===== config.mk =====
export PLATFORM = sky130hd
export DESIGN_NAME = pbt_front
export DESIGN_NICKNAME = d
export VERILOG_FILES = /design/src/hdl/programmable_branch_target_table_macros.svh /design/src/hdl/pbt_pkg.sv /design/src/hdl/pbt_front.sv
export SDC_FILE = /design/constraint.sdc
export NUM_CORES = 1
export LEC_CHECK = 0
export ABC_CLOCK_PERIOD_IN_PS = 13800
export BUFFER_PORTS_ARGS = -buffer_cell sky130_fd_sc_hd__buf_2
export CAP_MARGIN = 0
export CORE_ASPECT_RATIO = 0.6
export CORE_MARGIN = 1
export CORE_UTILIZATION = 53
export CTS_CLUSTER_SIZE = 8
export DETAILED_ROUTE_END_ITERATION = 10
export PLACE_DENSITY = 0.8
export SLEW_MARGIN = 10
export SYNTH_ARGS = -nofsm -noshare
export SYNTH_HDL_FRONTEND = slang
export SYNTH_SLANG_ARGS = --single-unit

===== constraint.sdc =====
create_clock -name clk -period 13.8 [get_ports clk]
set_input_delay 2.76 -clock clk [delete_from_list [all_inputs] [get_ports clk]]
set_output_delay 2.76 -clock clk [all_outputs]
set_load 0.02 [all_outputs]

===== src/hdl/programmable_branch_target_table_macros.svh =====
// assertion macros used by the branch target table back end
`ifndef PROGRAMMABLE_BRANCH_TARGET_TABLE_MACROS_SVH
`define PROGRAMMABLE_BRANCH_TARGET_TABLE_MACROS_SVH

// implication checked on every clock edge outside reset
`define PBT_ASSERT(label, ante, cons, msg) \
  label: assert property (@(posedge clk) disable iff (!rst_n) (ante) |-> (cons)) \
    else $error(msg);

// implication whose consequent is checked in the cycle after the antecedent
`define PBT_ASSERT_NEXT(label, ante, cons, msg) \
  label: assert property (@(posedge clk) disable iff (!rst_n) (ante) |=> (cons)) \
    else $error(msg);

`endif


===== src/hdl/pbt_pkg.sv =====
// types and constants of the branch target table
package pbt_pkg;

  localparam int unsigned IDX_W = 5;
  localparam int unsigned ADDR_W = 48;
  localparam int unsigned VER_W = 32;
  localparam int unsigned VAL_W = 64;
  localparam int unsigned CNT_W = 7;
  localparam logic [CNT_W-1:0] QUEUE_LIMIT = 7'd63;
  localparam logic [CNT_W-1:0] MAX_APPEND = 7'd64;

  typedef enum logic [2:0] {
    REQ_SET_SRC  = 3'd0,
    REQ_SET_TGT  = 3'd1,
    REQ_SET_COND = 3'd2,
    REQ_QUERY    = 3'd3,
    REQ_CONSUME  = 3'd4
  } req_t;

  typedef enum logic [2:0] {
    COND_NONE  = 3'd0,
    COND_TAKEN = 3'd1,
    COND_LOOP  = 3'd2,
    COND_BITS  = 3'd3
  } cond_t;

  typedef enum logic [1:0] {
    KIND_NONE  = 2'd0,
    KIND_TAKEN = 2'd1,
    KIND_LOOP  = 2'd2,
    KIND_BITS  = 2'd3
  } kind_t;

  typedef enum logic [1:0] {
    PRED_NOMATCH   = 2'd0,
    PRED_TAKEN     = 2'd1,
    PRED_NOT_TAKEN = 2'd2,
    PRED_EXHAUSTED = 2'd3
  } pred_t;

  // classified command handed from front to back
  typedef struct packed {
    logic [2:0]        req;
    logic              act;
    logic [IDX_W-1:0]  idx;
    logic [ADDR_W-1:0] addr;
    logic [2:0]        kind;
    logic [VAL_W-1:0]  value;
    logic [CNT_W-1:0]  n;
  } cmd_t;

  typedef struct packed {
    logic [1:0]        pred;
    logic [IDX_W-1:0]  idx;
    logic [VER_W-1:0]  ver;
    logic [ADDR_W-1:0] tgt;
    logic              err;
  } res_t;

endpackage


===== src/hdl/pbt_front.sv =====
// front end: accepts requests, classifies them and queues commands
module pbt_front
  import pbt_pkg::*;
#(
  parameter int unsigned NUM_ENTRIES = 32,
  parameter int unsigned ADDR_BITS = 48
) (
  input  logic              clk,
  input  logic              rst_n,
  input  logic              push,
  output logic              full,
  input  logic [2:0]        in_req_type,
  input  logic [4:0]        in_entry_index,
  input  logic              in_index_valid,
  input  logic [47:0]       in_address,
  input  logic [2:0]        in_cond_kind,
  input  logic [63:0]       in_cond_value,
  input  logic [6:0]        in_bit_count,
  output logic              cmd_valid,
  input  logic              cmd_take,
  output cmd_t              cmd
);

  localparam int unsigned QD = 2;

  cmd_t q_r [QD];
  logic [1:0] cnt_r, cnt_nxt;
  logic       rd_r, rd_nxt;
  logic       wr_r, wr_nxt;
  cmd_t       c;
  logic       in_range;
  logic       acc;

  // classify the incoming transaction
  always_comb begin
    in_range = ({4'd0, in_entry_index} < 9'(NUM_ENTRIES));
    c.req = in_req_type;
    c.idx = in_entry_index;
    c.addr = in_address & ((ADDR_BITS >= 48) ? {48{1'b1}} :
             ((48'd1 << ADDR_BITS) - 48'd1));
    c.kind = in_cond_kind;
    c.value = in_cond_value;
    c.n = in_bit_count;
    case (in_req_type)
      REQ_CONSUME: c.act = in_range & in_index_valid;
      REQ_QUERY:   c.act = 1'b1;
      default:     c.act = in_range;
    endcase
  end

  assign full = (cnt_r == 2'(QD));
  assign acc = push & ~full;
  assign cmd_valid = (cnt_r != 2'd0);
  assign cmd = q_r[rd_r];

  // queue pointers
  always_comb begin
    wr_nxt = wr_r ^ acc;
    rd_nxt = rd_r ^ (cmd_take & cmd_valid);
    cnt_nxt = cnt_r + {1'b0, acc} - {1'b0, cmd_take & cmd_valid};
  end

  always_ff @(posedge clk) begin
    if (!rst_n) begin
      cnt_r <= '0;
      rd_r <= 1'b0;
      wr_r <= 1'b0;
    end else begin
      cnt_r <= cnt_nxt;
      rd_r <= rd_nxt;
      wr_r <= wr_nxt;
    end
  end

  // queue storage
  always_ff @(posedge clk) begin
    if (acc) q_r[wr_r] <= c;
  end

endmodule


==> summary.md <==
| Metric | Value |
|---|---|
| Via density | 5.094 |
| Status | completed |
| Postcts setup bufs | 0 |
| Clock Skews | 19.59 ps |
| Clock buffer depth | 3 |
| Number of fill cells | 1153 |
| Core area | 18350 um2 |
| Syn_area_per_cell | 23.27 um2 |
| Final WS setup | 8653 ps |
| Final Critical Period | 5147 ps |
| Layout cell share with drive strength beyond 1 | 0.6019 |
| Crit path max-delay family | buffers and inverters |
| Root Driver | clkbuf_16 |
| Synth top area cells | edfxtp_1 (78%), mux2_4 (13%), mux2_2 (4.6%) |
| Register bit total from synthesis | 267 |
| GRT overflow | 0 |
| Critical path buffers and inverters | 2 |
| Crit-path max FO | 63 |
| Lkg Pwr | 0.004966 uW |
| IO Port Bufs | 267 |
| # DRC | 0 |
| Clk_lat worst skew | 490 ps |
| Total power | 2531 uW |
| Worst path arrival time | 2390 ps |
| First-pass GRT wire length | 28.07 mm |
| GRT Total Usage | 0.1886 |
| Period utilization | 0.3730 |
| Area leader, netlist | edfxtp_1 |
| Pwr/cell area | 198.7 nW/um2 |
| Setup_tns | 0 ps |
| HP Class | reg2reg |
| Post-route ant nets | 0 |
| CTS Sinks | 267 |
| Commonest non-fill, non-tap cell in the layout | buf_2 |
| CP Cell Sequence | buf_4 > mux2_4 > buf_2 |
| Die boundary height | 108.9 um |
| Crit path launch type | flip-flop |
| Worst Tran Pin Value | 1152 ps |
| Synthesis warning total | 0 |
| Max Cap Viol | 0 |
| 1st-pass router iterations | 6 |
| Peak Freq | 194.3 MHz |
| Initial Utilization | 0.5504 |
| Number of cell rows | 38 |
| Via count | 5023 |
| Most frequent cells in the layout | buf_2 (267), edfxtp_1 (262), mux2_4 (90), mux2_2 (41), clkbuf_16 (41) |
| Top-area cell type share of the netlist area | 0.7789 |
| Largest net degree at the start of global routing | 85 |
| Place WS | 8613 ps |
| Initial antenna violation count | 1 |
| Wire per inst | 19.08 um |
| Num ports | 268 |
| Slew Limit Fails | 0 |
| Layout Cells excl Fill | 986 |
| Total Nets Final | 870 |
| CP endpoint kind | primary output |
| Hpwl dp | 12.44 mm |
| CP required | 11040 ps |
| # setup viols final | 0 |
| GP Congestion | 0.7450 |
| Die ar. | 19630 um2 |
| Final Hold Fails | 0 |
| Seq/Total Area, Yosys | 0.7888 |
| Synth cell types | 18 |
| Total CTS buffers | 39 |
| Dpl cells | 930 |
| Synth Net Count | 573 |
| CTS resizes | 0 |
| CTS H-tree depth | 2 |
| Initial DRC count | 282 |
| DIE WIDTH | 180.2 um |
| Max VDD drop | 168.6 uV |
| Area grow syn2layout | 26.07% |
| Largest stage delay on the critical path | 820 ps |
| Synth Cell Area | 10100 um2 |
| CP max stage cell | buf_4 |
| TritonCTS clock tree | done |
| Cts hold-fix bufs | 0 |
| Vias in the first global route | 5226 |
| RSZ-0062 raised after global routing | no |
| Worst-path clk slew | 50 ps |
| Antenna Cells | 0 |
| Hold WS | 494.6 ps |
| Post-Synthesis Cells | 434 |
| Crit path kind | reg2out |
| WL final | 18.81 mm |
| Max-slew headroom | 0.2318 |
[synthesized netlist by cell type]
cell        n
nor2b_1     2
or4b_2      1
buf_6      10
nand2b_1    2
ha_1        4
xnor3_1     1
dfxtp_1     5
buf_8       1
buf_2       4
and2_1      2
edfxtp_1  262
mux2_4     90
inv_1       3
mux2i_1     2
mux2_2     41
o21a_1      1
nand2_1     2
or2_2       1
[flip-flops by register name, summed over array words and instances (netlist names), named ones only]
register	cells
q_r	262
cnt_r	2
wr_r	1
rd_r	1
[metrics by stage]
step / util / cell area (um2)
3_3_place_gp: 0.6347 / 11650
2_1_floorplan: - / 10100
5_1_grt: 0.6939 / 12730
6_report: 0.6939 / 12730
3_5_place_dp: 0.6347 / 11650
4_1_cts: 0.6939 / 12730
[final timing paths]
| check | startpoint | endpoint | slack [ps] | cells past startpoint |
|---|---|---|---|---|
| worst max-delay path | flip-flop | cmd[86] | 8650 | 3 |
| worst min-delay path | rd_r | flip-flop | 490 | 2 |
| worst max register to register | cnt_r[0] | q_r[1][109] | 10900 | 4 |
| worst min register to register | rd_r | flip-flop | 490 | 2 |
[metal layers]
metal,vias up,wire length [um],share of wire,global-route usage
li1,2315,-,-,-
met1,2435,8110,0.43,0.2456
met2,241,8749,0.47,0.3032
met3,30,1709,0.091,0.06713
met4,2,233,0.012,0.05250
met5,-,10,0.00053,0
[where the power goes]
group / internal [uW] / switching (uW)
combinational: 271 / 363
clock: 532 / 298
sequential: 1030 / 33.7
[worst min-delay path, cell delays in order, from the launching register on]
cell	delay [ps]
dfxtp_1	310
nand2_1	70
mux2i_1	60
[logic make-up after synthesis]
family                     share of synthesized area
AOI/OAI and AO/OA                          0.0007435
xor gates and xnor gates                    0.002229
adders and majority gates                   0.004955
buffers and inverters                        0.01573
DFF                                           0.7888
muxes                                         0.1815
and+or+nand+nor                             0.006070
[layout make-up]
class | instances | area, um2 | area share
clock inverter | 1 | 7.507 | 0.0005895
tap | 240 | 300.3 | 0.02358
sequential | 267 | 7971 | 0.6260
timing repair buffer | 271 | 1366 | 0.1073
inverter | 3 | 11.26 | 0.0008843
multi-input combinational | 149 | 1999 | 0.1570
clock buffer | 55 | 1079 | 0.08469
Power figures use the tool's default switching activity.
